===== src/rtl/core/assert_macros.svh =====
// ----------------------------------------------------------------------------
// Assertion macros
// Shared concurrent assertion shorthands for the tokenizer core. Each use
// expects clk and rst_n to be visible in the module that expands it.
// ----------------------------------------------------------------------------
`ifndef ASSERT_MACROS_SVH
`define ASSERT_MACROS_SVH

// A condition that must hold at every clock edge outside reset.
`define AST_ASSERT(name, cond, msg) \
    name: assert property (@(posedge clk) disable iff (!rst_n) (cond)) \
        else $error(msg);

// A condition that must hold in the same cycle whenever a trigger is seen.
`define AST_ASSERT_IMPL(name, pre, post, msg) \
    name: assert property (@(posedge clk) disable iff (!rst_n) (pre) |-> (post)) \
        else $error(msg);

`endif


===== src/rtl/core/ast_pkg.sv =====
// ----------------------------------------------------------------------------
// Assembly source tokenizer package
// Shared widths, token encodings, result record layout and queue sizing.
// ----------------------------------------------------------------------------
package ast_pkg;

    // Width of the line and column counters; they saturate at all ones.
    localparam int COUNTER_BITS = 16;

    // Width of the line and column fields carried in a result.
    localparam int POS_W = 16;

    // Most results that one source byte can cause.
    localparam int RES_MAX   = 3;
    localparam int RES_CNT_W = $clog2(RES_MAX + 1);

    // Result queue sizing.
    localparam int FIFO_DEPTH = 4;
    localparam int FIFO_PTR_W = $clog2(FIFO_DEPTH);
    localparam int FIFO_CNT_W = $clog2(FIFO_DEPTH + 1);

    // Result kinds.
    localparam logic KIND_TEXT = 1'b0;
    localparam logic KIND_END  = 1'b1;

    // Token type codes.
    localparam logic [2:0] TOK_INSTR  = 3'd0;
    localparam logic [2:0] TOK_IDENT  = 3'd1;
    localparam logic [2:0] TOK_NUMBER = 3'd2;
    localparam logic [2:0] TOK_STRING = 3'd3;
    localparam logic [2:0] TOK_OPER   = 3'd4;

    // Lexer mode, one-hot.
    typedef enum logic [5:0] {
        MODE_IDLE    = 6'b000001,
        MODE_COMMENT = 6'b000010,
        MODE_INSTR   = 6'b000100,
        MODE_IDENT   = 6'b001000,
        MODE_NUMBER  = 6'b010000,
        MODE_STRING  = 6'b100000
    } mode_t;

    // One result record.
    typedef struct packed {
        logic               kind;
        logic [2:0]         token_type;
        logic [7:0]         text_char;
        logic [POS_W-1:0]   line_number;
        logic [POS_W-1:0]   column;
        logic signed [31:0] number_value;
        logic               number_error;
        logic               last;
    } result_t;

    // All results of one processed byte, handed to the result queue.
    typedef struct packed {
        logic                          valid;
        logic [RES_CNT_W-1:0]          count;
        result_t [RES_MAX-1:0]         res;
    } batch_t;

endpackage


===== src/rtl/core/ast_intf.sv =====
// ----------------------------------------------------------------------------
// Tokenizer channel interfaces
// Valid/ready channels for the source byte input and the result output.
// ----------------------------------------------------------------------------

// Source text channel: one byte per beat.
interface ast_text_if;
    logic       valid;
    logic       ready;
    logic [7:0] source_byte;
    logic       end_of_text;

    modport source (output valid, output source_byte, output end_of_text, input ready);
    modport sink   (input valid, input source_byte, input end_of_text, output ready);
endinterface

// Token result channel: one text character or token-end record per beat.
interface ast_token_if;
    logic               valid;
    logic               ready;
    logic               kind;
    logic [2:0]         token_type;
    logic [7:0]         text_char;
    logic [15:0]        line_number;
    logic [15:0]        column;
    logic signed [31:0] number_value;
    logic               number_error;
    logic               last;

    modport source (
        output valid, output kind, output token_type, output text_char,
        output line_number, output column, output number_value,
        output number_error, output last, input ready
    );
    modport sink (
        input valid, input kind, input token_type, input text_char,
        input line_number, input column, input number_value,
        input number_error, input last, output ready
    );
endinterface


===== src/rtl/core/assembly_source_tokenizer_top.sv =====
// ----------------------------------------------------------------------------
// Assembly source tokenizer
// Splits a stream of source bytes into token characters and token-end
// records with line, column and number value.
//
//   Channel   Dir   Beat carries
//   text      in    source_byte, end_of_text
//   tokens    out   kind, token_type, text_char, line_number, column,
//                   number_value, number_error, last
//
// A byte is taken into an input register, then processed combinationally:
// its zero to three results enter a four-entry result queue together.
// A byte with at most one result sustains one byte per cycle while the queue
// has room; a byte with n results holds the input until the queue has n free
// entries, so the rate follows the token channel at one result per beat.
// Reset clears the lexer state and the queue; no clearing pass is needed.
// ----------------------------------------------------------------------------
module assembly_source_tokenizer_top (
    input  logic        clk,
    input  logic        rst_n,
    ast_text_if.sink    text,
    ast_token_if.source tokens
);

    ast_pkg::batch_t                 batch;
    logic [ast_pkg::FIFO_CNT_W-1:0]  free;

    // Input register, lexer state and per-byte step.
    ast_lexer u_lexer (
        .clk   (clk),
        .rst_n (rst_n),
        .text  (text),
        .free  (free),
        .batch (batch)
    );

    // Result queue toward the token channel.
    ast_result_fifo u_result_fifo (
        .clk    (clk),
        .rst_n  (rst_n),
        .batch  (batch),
        .free   (free),
        .tokens (tokens)
    );

endmodule


===== src/rtl/core/ast_lexer.sv =====
// ----------------------------------------------------------------------------
// Tokenizer lexer stage
// Input register, lexer state and the combinational step that turns one
// registered byte into up to three result records.
// ----------------------------------------------------------------------------
`include "assert_macros.svh"

module ast_lexer (
    input  logic                           clk,
    input  logic                           rst_n,
    ast_text_if.sink                       text,
    input  logic [ast_pkg::FIFO_CNT_W-1:0] free,
    output ast_pkg::batch_t                batch
);

    localparam int CB = ast_pkg::COUNTER_BITS;

    // Character codes.
    localparam logic [7:0] CH_NUL    = 8'h00;
    localparam logic [7:0] CH_TAB    = 8'h09;
    localparam logic [7:0] CH_LF     = 8'h0A;
    localparam logic [7:0] CH_VT     = 8'h0B;
    localparam logic [7:0] CH_FF     = 8'h0C;
    localparam logic [7:0] CH_CR     = 8'h0D;
    localparam logic [7:0] CH_SPACE  = 8'h20;
    localparam logic [7:0] CH_QUOTE  = 8'h22;
    localparam logic [7:0] CH_HASH   = 8'h23;
    localparam logic [7:0] CH_PCT    = 8'h25;
    localparam logic [7:0] CH_STAR   = 8'h2A;
    localparam logic [7:0] CH_PLUS   = 8'h2B;
    localparam logic [7:0] CH_COMMA  = 8'h2C;
    localparam logic [7:0] CH_MINUS  = 8'h2D;
    localparam logic [7:0] CH_SLASH  = 8'h2F;
    localparam logic [7:0] CH_DIG0   = 8'h30;
    localparam logic [7:0] CH_DIG9   = 8'h39;
    localparam logic [7:0] CH_COLON  = 8'h3A;
    localparam logic [7:0] CH_SEMI   = 8'h3B;
    localparam logic [7:0] CH_AT     = 8'h40;
    localparam logic [7:0] CH_LBRACK = 8'h5B;
    localparam logic [7:0] CH_BSLASH = 8'h5C;
    localparam logic [7:0] CH_RBRACK = 8'h5D;
    localparam logic [7:0] CH_LOW_N  = 8'h6E;
    localparam logic [7:0] CH_LOW_R  = 8'h72;
    localparam logic [7:0] CH_LOW_T  = 8'h74;

    // Saturating counter increment.
    function automatic logic [CB-1:0] sat_inc(input logic [CB-1:0] v);
        sat_inc = (v == {CB{1'b1}}) ? v : v + CB'(1);
    endfunction

    // Token type reported for a token mode.
    function automatic logic [2:0] type_of(input ast_pkg::mode_t m);
        case (m)
            ast_pkg::MODE_INSTR:  type_of = ast_pkg::TOK_INSTR;
            ast_pkg::MODE_IDENT:  type_of = ast_pkg::TOK_IDENT;
            ast_pkg::MODE_NUMBER: type_of = ast_pkg::TOK_NUMBER;
            ast_pkg::MODE_STRING: type_of = ast_pkg::TOK_STRING;
            default:              type_of = ast_pkg::TOK_INSTR;
        endcase
    endfunction

    // Input register.
    logic       in_valid_reg;
    logic [7:0] in_byte_reg;
    logic       in_eot_reg;

    // Lexer state.
    ast_pkg::mode_t mode_reg, mode_next;
    logic           esc_reg, esc_next;
    logic [CB-1:0]  line_reg, line_next;
    logic [CB-1:0]  colc_reg, colc_next;
    logic [CB-1:0]  tokc_reg, tokc_next;
    logic [31:0]    acc_reg, acc_next;
    logic           seen_reg, seen_next;
    logic           over_reg, over_next;

    // Step decode.
    logic [7:0]     c;
    logic           quoted;
    logic           do_end;
    logic           do_app;
    logic           do_op;
    logic [7:0]     app_char;
    ast_pkg::mode_t app_mode;
    ast_pkg::mode_t open_mode;
    logic           digit;
    logic [31:0]    acc_times10;

    // Result assembly.
    logic                            end_v;
    logic                            chr_v;
    ast_pkg::result_t                end_rec;
    ast_pkg::result_t                chr_rec;
    ast_pkg::result_t                op_rec;
    logic [ast_pkg::RES_CNT_W-1:0]   count;
    logic                            fire;

    assign c           = in_byte_reg;
    assign quoted      = (mode_reg == ast_pkg::MODE_COMMENT) || (mode_reg == ast_pkg::MODE_STRING);
    assign digit       = (c >= CH_DIG0) && (c <= CH_DIG9);
    assign acc_times10 = {acc_reg[28:0], 3'b000} + {acc_reg[30:0], 1'b0};

    // Next lexer state for the registered byte.
    always_comb
    begin
        mode_next = mode_reg;
        esc_next  = esc_reg;
        line_next = line_reg;
        colc_next = colc_reg;
        tokc_next = tokc_reg;
        acc_next  = acc_reg;
        seen_next = seen_reg;
        over_next = over_reg;
        do_end    = 1'b0;
        do_app    = 1'b0;
        do_op     = 1'b0;
        app_char  = c;
        app_mode  = mode_reg;
        open_mode = ast_pkg::MODE_IDLE;

        if (in_eot_reg)
        begin
            do_end    = 1'b1;
            esc_next  = 1'b0;
            line_next = CB'(1);
            colc_next = '0;
            tokc_next = '0;
        end
        else if (esc_reg)
        begin
            esc_next = 1'b0;
            case (c)
                CH_DIG0:
                begin
                    do_app   = 1'b1;
                    app_char = CH_NUL;
                end
                CH_LOW_N:
                begin
                    do_app   = 1'b1;
                    app_char = CH_LF;
                end
                CH_LOW_R:
                begin
                    do_app   = 1'b1;
                    app_char = CH_CR;
                end
                CH_LOW_T:
                begin
                    do_app   = 1'b1;
                    app_char = CH_TAB;
                end
                CH_QUOTE:
                begin
                    do_app   = 1'b1;
                    app_char = CH_QUOTE;
                end
                default:
                begin
                    do_app = 1'b0;
                end
            endcase
        end
        else
        begin
            case (c)
                CH_HASH:
                begin
                    if (quoted)
                    begin
                        do_app = 1'b1;
                    end
                    else
                    begin
                        do_end    = 1'b1;
                        open_mode = ast_pkg::MODE_NUMBER;
                    end
                end
                CH_BSLASH:
                begin
                    if (mode_reg == ast_pkg::MODE_STRING)
                    begin
                        esc_next = 1'b1;
                    end
                end
                CH_QUOTE:
                begin
                    if (mode_reg == ast_pkg::MODE_COMMENT)
                    begin
                        do_app = 1'b1;
                    end
                    else if (mode_reg == ast_pkg::MODE_STRING)
                    begin
                        do_end = 1'b1;
                    end
                    else
                    begin
                        do_end    = 1'b1;
                        open_mode = ast_pkg::MODE_STRING;
                    end
                end
                CH_LF, CH_CR:
                begin
                    do_end    = 1'b1;
                    colc_next = '0;
                    line_next = sat_inc(line_reg);
                end
                CH_SPACE:
                begin
                    if (quoted)
                    begin
                        do_app = 1'b1;
                    end
                    else
                    begin
                        do_end = 1'b1;
                    end
                end
                CH_SEMI:
                begin
                    if (quoted)
                    begin
                        do_app = 1'b1;
                    end
                    else
                    begin
                        do_end    = 1'b1;
                        open_mode = ast_pkg::MODE_COMMENT;
                    end
                end
                CH_COLON, CH_COMMA, CH_AT, CH_PCT, CH_SLASH,
                CH_STAR, CH_MINUS, CH_PLUS, CH_RBRACK, CH_LBRACK:
                begin
                    if (quoted)
                    begin
                        do_app = 1'b1;
                    end
                    else
                    begin
                        do_end = 1'b1;
                        do_op  = 1'b1;
                    end
                end
                CH_TAB:
                begin
                    do_app = 1'b0;
                end
                default:
                begin
                    // Ordinary character: opens a word or extends the open token.
                    if (mode_reg == ast_pkg::MODE_IDLE)
                    begin
                        mode_next = (colc_reg == '0) ? ast_pkg::MODE_INSTR
                                                     : ast_pkg::MODE_IDENT;
                        tokc_next = colc_reg;
                    end
                    else
                    begin
                        if ((mode_reg == ast_pkg::MODE_NUMBER) && !over_reg)
                        begin
                            if (digit)
                            begin
                                acc_next  = acc_times10 + {28'b0, c[3:0]};
                                seen_next = 1'b1;
                            end
                            else if (!seen_reg && ((c == CH_VT) || (c == CH_FF)))
                            begin
                                over_next = 1'b0;
                            end
                            else
                            begin
                                over_next = 1'b1;
                            end
                        end
                        tokc_next = sat_inc(colc_reg);
                    end
                    do_app    = 1'b1;
                    app_mode  = mode_next;
                    colc_next = sat_inc(colc_reg);
                end
            endcase
        end

        // Closing the open token clears the number state before any new mode.
        if (do_end)
        begin
            mode_next = open_mode;
            acc_next  = '0;
            seen_next = 1'b0;
            over_next = 1'b0;
        end
    end

    // Result records in emission order: token end, character, operator end.
    always_comb
    begin
        end_v = do_end && ((mode_reg == ast_pkg::MODE_INSTR) || (mode_reg == ast_pkg::MODE_IDENT)
                || (mode_reg == ast_pkg::MODE_NUMBER) || (mode_reg == ast_pkg::MODE_STRING));
        chr_v = do_op || (do_app && ((app_mode == ast_pkg::MODE_INSTR)
                || (app_mode == ast_pkg::MODE_IDENT) || (app_mode == ast_pkg::MODE_NUMBER)
                || (app_mode == ast_pkg::MODE_STRING)));

        end_rec.kind         = ast_pkg::KIND_END;
        end_rec.token_type   = type_of(mode_reg);
        end_rec.text_char    = CH_NUL;
        end_rec.line_number  = ast_pkg::POS_W'(line_reg);
        end_rec.column       = ast_pkg::POS_W'(tokc_reg);
        end_rec.number_value = ((mode_reg == ast_pkg::MODE_NUMBER) && seen_reg) ? acc_reg : '0;
        end_rec.number_error = (mode_reg == ast_pkg::MODE_NUMBER) && !seen_reg;
        end_rec.last         = 1'b0;

        chr_rec.kind         = ast_pkg::KIND_TEXT;
        chr_rec.token_type   = do_op ? ast_pkg::TOK_OPER : type_of(app_mode);
        chr_rec.text_char    = app_char;
        chr_rec.line_number  = ast_pkg::POS_W'(line_reg);
        chr_rec.column       = ast_pkg::POS_W'(tokc_next);
        chr_rec.number_value = '0;
        chr_rec.number_error = 1'b0;
        chr_rec.last         = 1'b0;

        op_rec.kind          = ast_pkg::KIND_END;
        op_rec.token_type    = ast_pkg::TOK_OPER;
        op_rec.text_char     = CH_NUL;
        op_rec.line_number   = ast_pkg::POS_W'(line_reg);
        op_rec.column        = ast_pkg::POS_W'(tokc_reg);
        op_rec.number_value  = '0;
        op_rec.number_error  = 1'b0;
        op_rec.last          = 1'b0;

        count = ast_pkg::RES_CNT_W'(end_v) + ast_pkg::RES_CNT_W'(chr_v)
              + ast_pkg::RES_CNT_W'(do_op);

        batch.res[0] = end_v ? end_rec : chr_rec;
        batch.res[1] = end_v ? chr_rec : op_rec;
        batch.res[2] = op_rec;
        for (int i = 0; i < ast_pkg::RES_MAX; i++)
        begin
            batch.res[i].last = (ast_pkg::RES_CNT_W'(i + 1) == count);
        end
        batch.count = count;
        batch.valid = fire;
    end

    // The registered byte is processed once the queue has room for its results.
    assign fire       = in_valid_reg && (ast_pkg::FIFO_CNT_W'(count) <= free);
    assign text.ready = !in_valid_reg || fire;

    // Input register control.
    always_ff @(posedge clk or negedge rst_n)
    begin
        if (!rst_n)
        begin
            in_valid_reg <= 1'b0;
        end
        else if (text.valid && text.ready)
        begin
            in_valid_reg <= 1'b1;
        end
        else if (fire)
        begin
            in_valid_reg <= 1'b0;
        end
    end

    // Input register payload.
    always_ff @(posedge clk)
    begin
        if (text.valid && text.ready)
        begin
            in_byte_reg <= text.source_byte;
            in_eot_reg  <= text.end_of_text;
        end
    end

    // Lexer state registers.
    always_ff @(posedge clk or negedge rst_n)
    begin
        if (!rst_n)
        begin
            mode_reg <= ast_pkg::MODE_IDLE;
            esc_reg  <= 1'b0;
            line_reg <= CB'(1);
            colc_reg <= '0;
            tokc_reg <= '0;
            acc_reg  <= '0;
            seen_reg <= 1'b0;
            over_reg <= 1'b0;
        end
        else if (fire)
        begin
            mode_reg <= mode_next;
            esc_reg  <= esc_next;
            line_reg <= line_next;
            colc_reg <= colc_next;
            tokc_reg <= tokc_next;
            acc_reg  <= acc_next;
            seen_reg <= seen_next;
            over_reg <= over_next;
        end
    end

    `AST_ASSERT_IMPL(a_esc_only_in_string, esc_reg, mode_reg == ast_pkg::MODE_STRING, "escape pending outside a string")
    `AST_ASSERT_IMPL(a_number_state_in_number, seen_reg || over_reg || (acc_reg != '0), mode_reg == ast_pkg::MODE_NUMBER, "number state left over outside a number token")
    `AST_ASSERT(a_line_nonzero, line_reg != '0, "line counter reached zero")

endmodule


===== src/rtl/core/ast_result_fifo.sv =====
// ----------------------------------------------------------------------------
// Tokenizer result queue
// Takes the up to three results of one byte at once and hands
// them out one per beat on the token channel.
// ----------------------------------------------------------------------------
`include "assert_macros.svh"

module ast_result_fifo (
    input  logic                            clk,
    input  logic                            rst_n,
    input  ast_pkg::batch_t                 batch,
    output logic [ast_pkg::FIFO_CNT_W-1:0]  free,
    ast_token_if.source                     tokens
);

    localparam int DEPTH = ast_pkg::FIFO_DEPTH;
    localparam int PW    = ast_pkg::FIFO_PTR_W;
    localparam int CW    = ast_pkg::FIFO_CNT_W;

    ast_pkg::result_t mem_reg [DEPTH];
    logic [PW-1:0]    wr_ptr_reg;
    logic [PW-1:0]    rd_ptr_reg;
    logic [CW-1:0]    cnt_reg;

    logic                            pop;
    logic [ast_pkg::RES_CNT_W-1:0]   push_n;
    logic [PW-1:0]                   wr_off [DEPTH];
    logic [DEPTH-1:0]                wr_en;
    ast_pkg::result_t                head;

    assign pop    = tokens.valid && tokens.ready;
    assign push_n = batch.valid ? batch.count : '0;
    assign free   = CW'(DEPTH) - cnt_reg + CW'(pop);

    // Each entry decides on its own which result of the batch it takes.
    always_comb
    begin
        for (int i = 0; i < DEPTH; i++)
        begin
            wr_off[i] = PW'(i) - wr_ptr_reg;
            wr_en[i]  = batch.valid && (CW'(wr_off[i]) < CW'(batch.count));
        end
    end

    // Entry storage.
    always_ff @(posedge clk)
    begin
        for (int i = 0; i < DEPTH; i++)
        begin
            if (wr_en[i])
            begin
                mem_reg[i] <= batch.res[wr_off[i]];
            end
        end
    end

    // Pointers and fill count.
    always_ff @(posedge clk or negedge rst_n)
    begin
        if (!rst_n)
        begin
            wr_ptr_reg <= '0;
            rd_ptr_reg <= '0;
            cnt_reg    <= '0;
        end
        else
        begin
            wr_ptr_reg <= wr_ptr_reg + PW'(push_n);
            rd_ptr_reg <= rd_ptr_reg + PW'(pop);
            cnt_reg    <= cnt_reg + CW'(push_n) - CW'(pop);
        end
    end

    // Head of the queue drives the channel.
    assign head                = mem_reg[rd_ptr_reg];
    assign tokens.valid        = (cnt_reg != '0);
    assign tokens.kind         = head.kind;
    assign tokens.token_type   = head.token_type;
    assign tokens.text_char    = head.text_char;
    assign tokens.line_number  = head.line_number;
    assign tokens.column       = head.column;
    assign tokens.number_value = head.number_value;
    assign tokens.number_error = head.number_error;
    assign tokens.last         = head.last;

    `AST_ASSERT(a_fill_bounded, cnt_reg <= CW'(DEPTH), "result queue overfilled")

endmodule


===== src/flat_wrapper.sv =====
// flat-port wrapper written by rule: the top's interface ports become plain ports
module assembly_source_tokenizer_top_flat 
  (clk, rst_n, text_valid, text_source_byte, text_end_of_text, text_ready, tokens_valid, tokens_kind, tokens_token_type, tokens_text_char, tokens_line_number, tokens_column, tokens_number_value, tokens_number_error, tokens_last, tokens_ready);
  ast_text_if text_i ();
  ast_token_if tokens_i ();
  input  logic clk;
  input  logic rst_n;
  input wire logic [$bits(text_i.valid)-1:0] text_valid;
  input wire logic [$bits(text_i.source_byte)-1:0] text_source_byte;
  input wire logic [$bits(text_i.end_of_text)-1:0] text_end_of_text;
  output wire logic [$bits(text_i.ready)-1:0] text_ready;
  output wire logic [$bits(tokens_i.valid)-1:0] tokens_valid;
  output wire logic [$bits(tokens_i.kind)-1:0] tokens_kind;
  output wire logic [$bits(tokens_i.token_type)-1:0] tokens_token_type;
  output wire logic [$bits(tokens_i.text_char)-1:0] tokens_text_char;
  output wire logic [$bits(tokens_i.line_number)-1:0] tokens_line_number;
  output wire logic [$bits(tokens_i.column)-1:0] tokens_column;
  output wire logic [$bits(tokens_i.number_value)-1:0] tokens_number_value;
  output wire logic [$bits(tokens_i.number_error)-1:0] tokens_number_error;
  output wire logic [$bits(tokens_i.last)-1:0] tokens_last;
  input wire logic [$bits(tokens_i.ready)-1:0] tokens_ready;
  assign text_i.valid = text_valid;
  assign text_i.source_byte = text_source_byte;
  assign text_i.end_of_text = text_end_of_text;
  assign text_ready = text_i.ready;
  assign tokens_valid = tokens_i.valid;
  assign tokens_kind = tokens_i.kind;
  assign tokens_token_type = tokens_i.token_type;
  assign tokens_text_char = tokens_i.text_char;
  assign tokens_line_number = tokens_i.line_number;
  assign tokens_column = tokens_i.column;
  assign tokens_number_value = tokens_i.number_value;
  assign tokens_number_error = tokens_i.number_error;
  assign tokens_last = tokens_i.last;
  assign tokens_i.ready = tokens_ready;
  assembly_source_tokenizer_top u_core (.clk(clk), .rst_n(rst_n), .text(text_i), .tokens(tokens_i));
endmodule

===== config.mk =====
export PLATFORM = sky130hd
export DESIGN_NAME = assembly_source_tokenizer_top_flat
export DESIGN_NICKNAME = d
export VERILOG_FILES = /design/src/rtl/core/ast_pkg.sv /design/src/rtl/core/ast_intf.sv /design/src/rtl/core/assembly_source_tokenizer_top.sv /design/src/rtl/core/ast_lexer.sv /design/src/rtl/core/ast_result_fifo.sv /design/src/flat_wrapper.sv
export VERILOG_INCLUDE_DIRS = /design/src /design/src/rtl/core
export SDC_FILE = /design/constraint.sdc
export NUM_CORES = 1
export LEC_CHECK = 0
export BUFFER_PORTS_ARGS = -buffer_cell sky130_fd_sc_hd__buf_4
export CORE_MARGIN = 8
export CORE_UTILIZATION = 40
export CTS_CLUSTER_DIAMETER = 30
export DETAILED_ROUTE_END_ITERATION = 16
export PLACE_DENSITY_LB_ADDON = 0.12
export SLEW_MARGIN = 20
export SYNTH_ARGS = -nofsm -noshare
export SYNTH_HDL_FRONTEND = slang
export SYNTH_HIERARCHICAL = 1
export SYNTH_SLANG_ARGS = --single-unit

===== constraint.sdc =====
create_clock -name clk -period 32.6 [get_ports clk]
set_input_delay 9.78 -clock clk [delete_from_list [all_inputs] [get_ports clk]]
set_output_delay 9.78 -clock clk [all_outputs]
set_load 0.02 [all_outputs]

; Word level (Yosys, flattened, before mapping)
; Memories as Yosys holds them, arrays and structs flattened.
; Index checks and enable logic that the tools add are counted.
[totals]
regBits = 106
ram_bits = 312
in_bits = 13
output_inout_bits = 80
wordCells = 226
memories = 1
[op_classes]
addsub = 16
magnitude_cmp = 11
eq_ne = 47
mux = 93
reduce_logical = 44
[mem_list]
columns = memory, depth, word_bits, read_ports, rd_clocked_by_memory_dff, write_ports, line
row1 = u_core.u_result_fifo.mem_reg, 4, 78, 1, 0, 4, ast_result_fifo.sv:20  ; ast_pkg::result_t mem_reg [DEPTH];
[op_table]
columns = cell, n
row1 = $bmux 78 s2, 4
row2 = $mux 78, 6
row3 = $mux 32, 8
row4 = $mux 16, 11
row5 = $eq 8x6->1 const B, 12
row6 = $eq 8x7->1 const B, 7
row7 = $mux 6, 9
row8 = $mux 1, 41
row9 = $eq 8x4->1 const B, 5
row10 = $pmux 8 s5, 1
row11 = $add 16x1->16 const B, 2
row12 = $add 32x32->32, 1
row13 = $add 32x4->32, 1
row14 = $eq 16x16->1 const B, 2
row15 = $pmux 16 s2, 1
row16 = $pmux 6 s3, 1
row17 = $reduce_or 18->1, 1
row18 = $logic_not 16->1, 1
row19 = $mux 8, 2
row20 = $reduce_or 16->1, 1
row21 = $logic_and 1x1->1, 14
row22 = $reduce_and 7->1, 2
row23 = $reduce_or 13->1, 1
row24 = $eq 6x3->1 const B, 2
row25 = other kinds (39), 75

; Depth between registers and ports, before layout
[logic_depth]
word_depth = 19
ltp_mapped = 27
ltp_nobuf = 22

; Modules after synthesis
; Netlist, hierarchy kept.
[modules_own_cells]
columns = module, n_inst, cells_per_inst, area_each_um2, seq_area_each_um2
row1 = ast_result_fifo, 1, 1254, 17611.9, 9544.2
row2 = ast_lexer, 1, 1109, 9197.6, 2524.9

; Least setup slack after synthesis
; Ideal clock, no wire load.
[synth_timing]
path_kind = input to output
start = input port tokens_ready
end = output port text_ready
arrival_time_ps = 11176
t_required_ps = 22820
slack_ps = 11644
cell_stages = 10
n_path_buf = 0
path_cell_list = o31ai_4 ha_1 inv_1 ha_1 inv_1 ha_1 nor2b_1 o21ai_0 inv_1 nand2_1
[synth_between]
elab_chain_len = 5
[synth_rtl]
columns = item, line
row1 = start: declaration, flat_wrapper.sv:21  ; input wire logic [$bits(tokens_i.ready)-1:0] tokens_ready;
row2 = $logic_and 1x1->1, ast_result_fifo.sv:31  ; assign pop = tokens.valid && tokens.ready;
row3 = $add 3x1->3, ast_result_fifo.sv:33  ; assign free = CW'(DEPTH) - cnt_reg + CW'(pop);
row4 = via u_core.free (one bit), assembly_source_tokenizer_top.sv:26  ; logic [ast_pkg::FIFO_CNT_W-1:0] free;
row5 = $le 2x3->1, ast_lexer.sv:345  ; assign fire = in_valid_reg && (ast_pkg::FIFO_CNT_W'(count) <= free);
row6 = $logic_and 1x1->1, ast_lexer.sv:345
row7 = $logic_or 1x1->1, ast_lexer.sv:346  ; assign text.ready = !in_valid_reg || fire;
row8 = end: declaration, flat_wrapper.sv:11  ; output wire logic [$bits(text_i.ready)-1:0] text_ready;
; The timed path passes the listed nets, and every way through them passes these cells.

; Worst setup path after layout
; Same ends and word-level chain as after synthesis.

==> impl_metrics.csv <==
group,metric,value,unit
placement,gp_congestion,0.840,
synthesis,ys_ff_latch,418,
layout,fillCellCount,6073,
setup_path,crit_slowest_cell,"o21ai_0",
routing,routed-wl-met2,29200,um
floorplanning,start_util,0.401,
routing,met3_length,3270,um
clock_network,clk_pin_slew,40,ps
layout,drive_gt1_frac,0.176,
global_routing,grt_pass1_wl,100000,um
routing,vias,17889,
placement,portBuffers,92,
global_routing,grt_pass1_vias,17800,
routing,post_drt_wl_per_cell,19.1,um
clock_network,cts-root-buf,"clkbuf_16",
sta,slew_violations,0,
routing,drt-total-wl,63500,um
layout,fin_util,0.462,
synthesis,synth_top_area_frac,0.360,
floorplanning,die_h,275,um
placement,place_hpwl,40500,um
clock_network,cts_buffer_depth,3,
setup_path,path_buf_inv,5,
sta,worst_pin_slew,1080,ps
synthesis,synth_edf_count,321,
setup_path,critical_path_class,"primary input to output pin",
synthesis,synth.area.top_cells,"edfxtp_1 (36%), mux2i_1 (12%), dfrtp_1 (8.9%)",
sta,layout_min_cycle_time,21730,ps
setup_path,crit_family,"adder cells",
routing,highest_layer,"met5",
setup_path,path_cells,"buf_4 -> o31ai_4 -> ha_1 -> inv_1 -> ha_1 -> inv_1 -> ha_1 -> nor2b_1 -> o21ai_0 -> inv_1 -> nand2_1 -> buf_4",
routing,postRouteAntennaNets,0,
power,peakVddDrop,0.0560,mV
clock_network,clock-sinks,418,
sta,tns,0,ps
clock_network,cts_tree,"built",
power,p_leak,12.2,nW
sta,relSlewSlack,0.280,
synthesis,synth_area,0.0268,sq mm
layout,largest_reg_flops,312,
clock_network,cts_resized,0,
layout,syn_to_final_growth,15.0,%
setup_path,cp.required,22820,ps
clock_network,clock_latency,640,ps
layout,final_net_count,2459,
hold_path,hp-class,"register to register",
floorplanning,core-area,0.0668,sq mm
clock_network,cts_max_level,3,
sta,period_share,0.667,
run,maxCapViolCount,0,
setup_path,cp_slowest_stage_delay,600,ps
setup_path,crit_path_start_kind,"primary input",
routing,drc,0,
synthesis,yosysUniqueCellTypes,82,
layout,num_antenna_cells,0,
sta,skew,24.8,ps
clock_network,hold_buffers,0,
run_status,outcome,"complete, no violations",
synthesis,synth_warnings,6,
setup_path,worst-path-max-fanout,4,
power,power.density,109,mW/mm^2
clock_network,cts_inserted_buffers,103,
synthesis,yosysSeqAreaShare,0.450,
sta,grt_setup_unrepaired,"no",
sta,hold_viol_final,0,
sta,fmax,0.0460,GHz
synthesis,syn_avg_cell_area,11.3,sq um
routing,avgViaCountPerCell,5.38,
routing,drtPass1Iterations,5,
clock_network,post_cts_buffers,0,
synthesis,syn-instance-count,2363,
synthesis,synth_top_area_cell,"edfxtp_1",
synthesis,async_reset_ff_frac,0.232,
sta,setup_viol,0,
global_routing,overflow,0,
synthesis,synthTopCellsByCount,"edfxtp_1 (321), mux2i_1 (321), a21oi_1 (214)",
synthesis,ys.flop_type,"edfxtp_1",
routing,drtIter0Drc,1070,
floorplanning,die_area,0.0756,sq mm
setup_path,cp-end-kind,"output pin",
global_routing,antenna_found_initial,2,
global_routing,grt_max_degree,102,
floorplanning,rows,95,
global_routing,track_usage,0.168,
routing,routedLengthMet1,29600,um
setup_path,cp_data_arrival_time,11950,ps
floorplanning,die_w,275,um
floorplanning,io_pins,93,
## kinds of logic after synthesis
logic type	Yosys count	synth area share
fa+ha+maj	79	0.0380
other cells	2	0.000280
buf+inv	340	0.0810
xor+xnor	59	0.0193
flops	418	0.450
simple gates	554	0.107
compound gates	477	0.104
mux	434	0.200
## layout by cell type (no fill, tap or decap), types with 23 or more instances in the layout
cell / netlist / layout
a21oi_1: 214 / 211
and2_1: 42 / 42
buf_4: 139 / 121
clkbuf_16: 0 / 103
conb_1: 2 / 78
dfrtp_1: 95 / 91
edfxtp_1: 321 / 321
ha_1: 75 / 75
inv_1: 39 / 39
mux2_2: 32 / 32
mux2i_1: 321 / 321
mux4_2: 78 / 78
nand2_1: 131 / 131
nand2b_1: 87 / 87
nand3_1: 102 / 102
nor2_1: 80 / 80
nor3_1: 24 / 24
o21ai_0: 127 / 127
o31ai_1: 33 / 33
xnor2_1: 36 / 36
xor2_1: 23 / 23
## metal layers
metal  up-vias  GRT usage
met5         -          0
met4         4     0.0588
met3        98     0.0319
met2       384      0.266
met1      8714      0.231
li1       8689          -
## power by group
part / switching (mW) / total, mW / internal, mW
clock: 0.319 / 1.07 / 0.746
sequential: 0.110 / 0.965 / 0.855
combinational: 0.798 / 1.32 / 0.527
total: 1.23 / 3.35 / 2.13
## through the flow
| step | worst slack, ps | cell area [sq um] | total power [mW] | hold slack, ps | cells |
|---|---|---|---|---|---|
| 6_report | 10870 | 30800 | 3.35 | 511 | 3327 |
| 5_1_grt | 10560 | 30800 | 3.55 | 511 | 3327 |
| 4_1_cts | 10920 | 30800 | 3.40 | 503 | 3327 |
| 3_5_place_dp | 10930 | 27200 | 2.33 | 492 | 3135 |
| 3_3_place_gp | 10900 | 27100 | 2.30 | 479 | 3135 |
| 2_1_floorplan | 11640 | 27100 | 1.96 | 440 | 2439 |
## worst reg2reg max path: stages (launching register included)
cell,delay (ps)
edfxtp_1,610
xor2_1,290
a22o_1,250
a31oi_4,180
nand3_2,230
or4_4,670
o21ai_0,110
a311oi_1,120
a31oi_1,240
fa_1,540
inv_1,120
ha_1,140
nor2b_1,40
o21ai_0,600
nand2_1,110
buf_4,270
clkinv_1,120
nand2b_1,90
a21oi_4,470
buf_4,450
buf_4,800
## area by class of cell
type | count | area, sq um | area share
Clock buffer | 124 | 2710 | 0.0877
Clock inverter | 68 | 976 | 0.0316
Inverter | 41 | 154 | 0.00499
Multi-Input combinational cell | 1681 | 12900 | 0.419
Sequential cell | 418 | 12100 | 0.392
Tap cell | 873 | 1090 | 0.0354
Timing Repair Buffer | 122 | 920 | 0.0298
## worst paths after layout
kind / endpoint / depth (start not counted) / slack [ps] / startpoint
setup reg to reg: u_core/u_result_fifo/mem_reg[0][51] / 20 / 25690 / u_core/u_lexer/c[1]
hold reg to reg: u_core/u_lexer/over_reg / 1 / 510 / u_core/u_lexer/over_reg
hold / removal: u_core/u_lexer/over_reg / 1 / 510 / u_core/u_lexer/over_reg
min in group asynchronous: u_core/u_lexer/acc_reg[9] / 1 / 9150 / rst_n
max in group asynchronous: u_core/u_result_fifo/wr_ptr_reg[0] / 2 / 22060 / rst_n
setup / recovery: text_ready / 12 / 10870 / tokens_ready
Note: power is estimated with default switching activity, not from simulation.
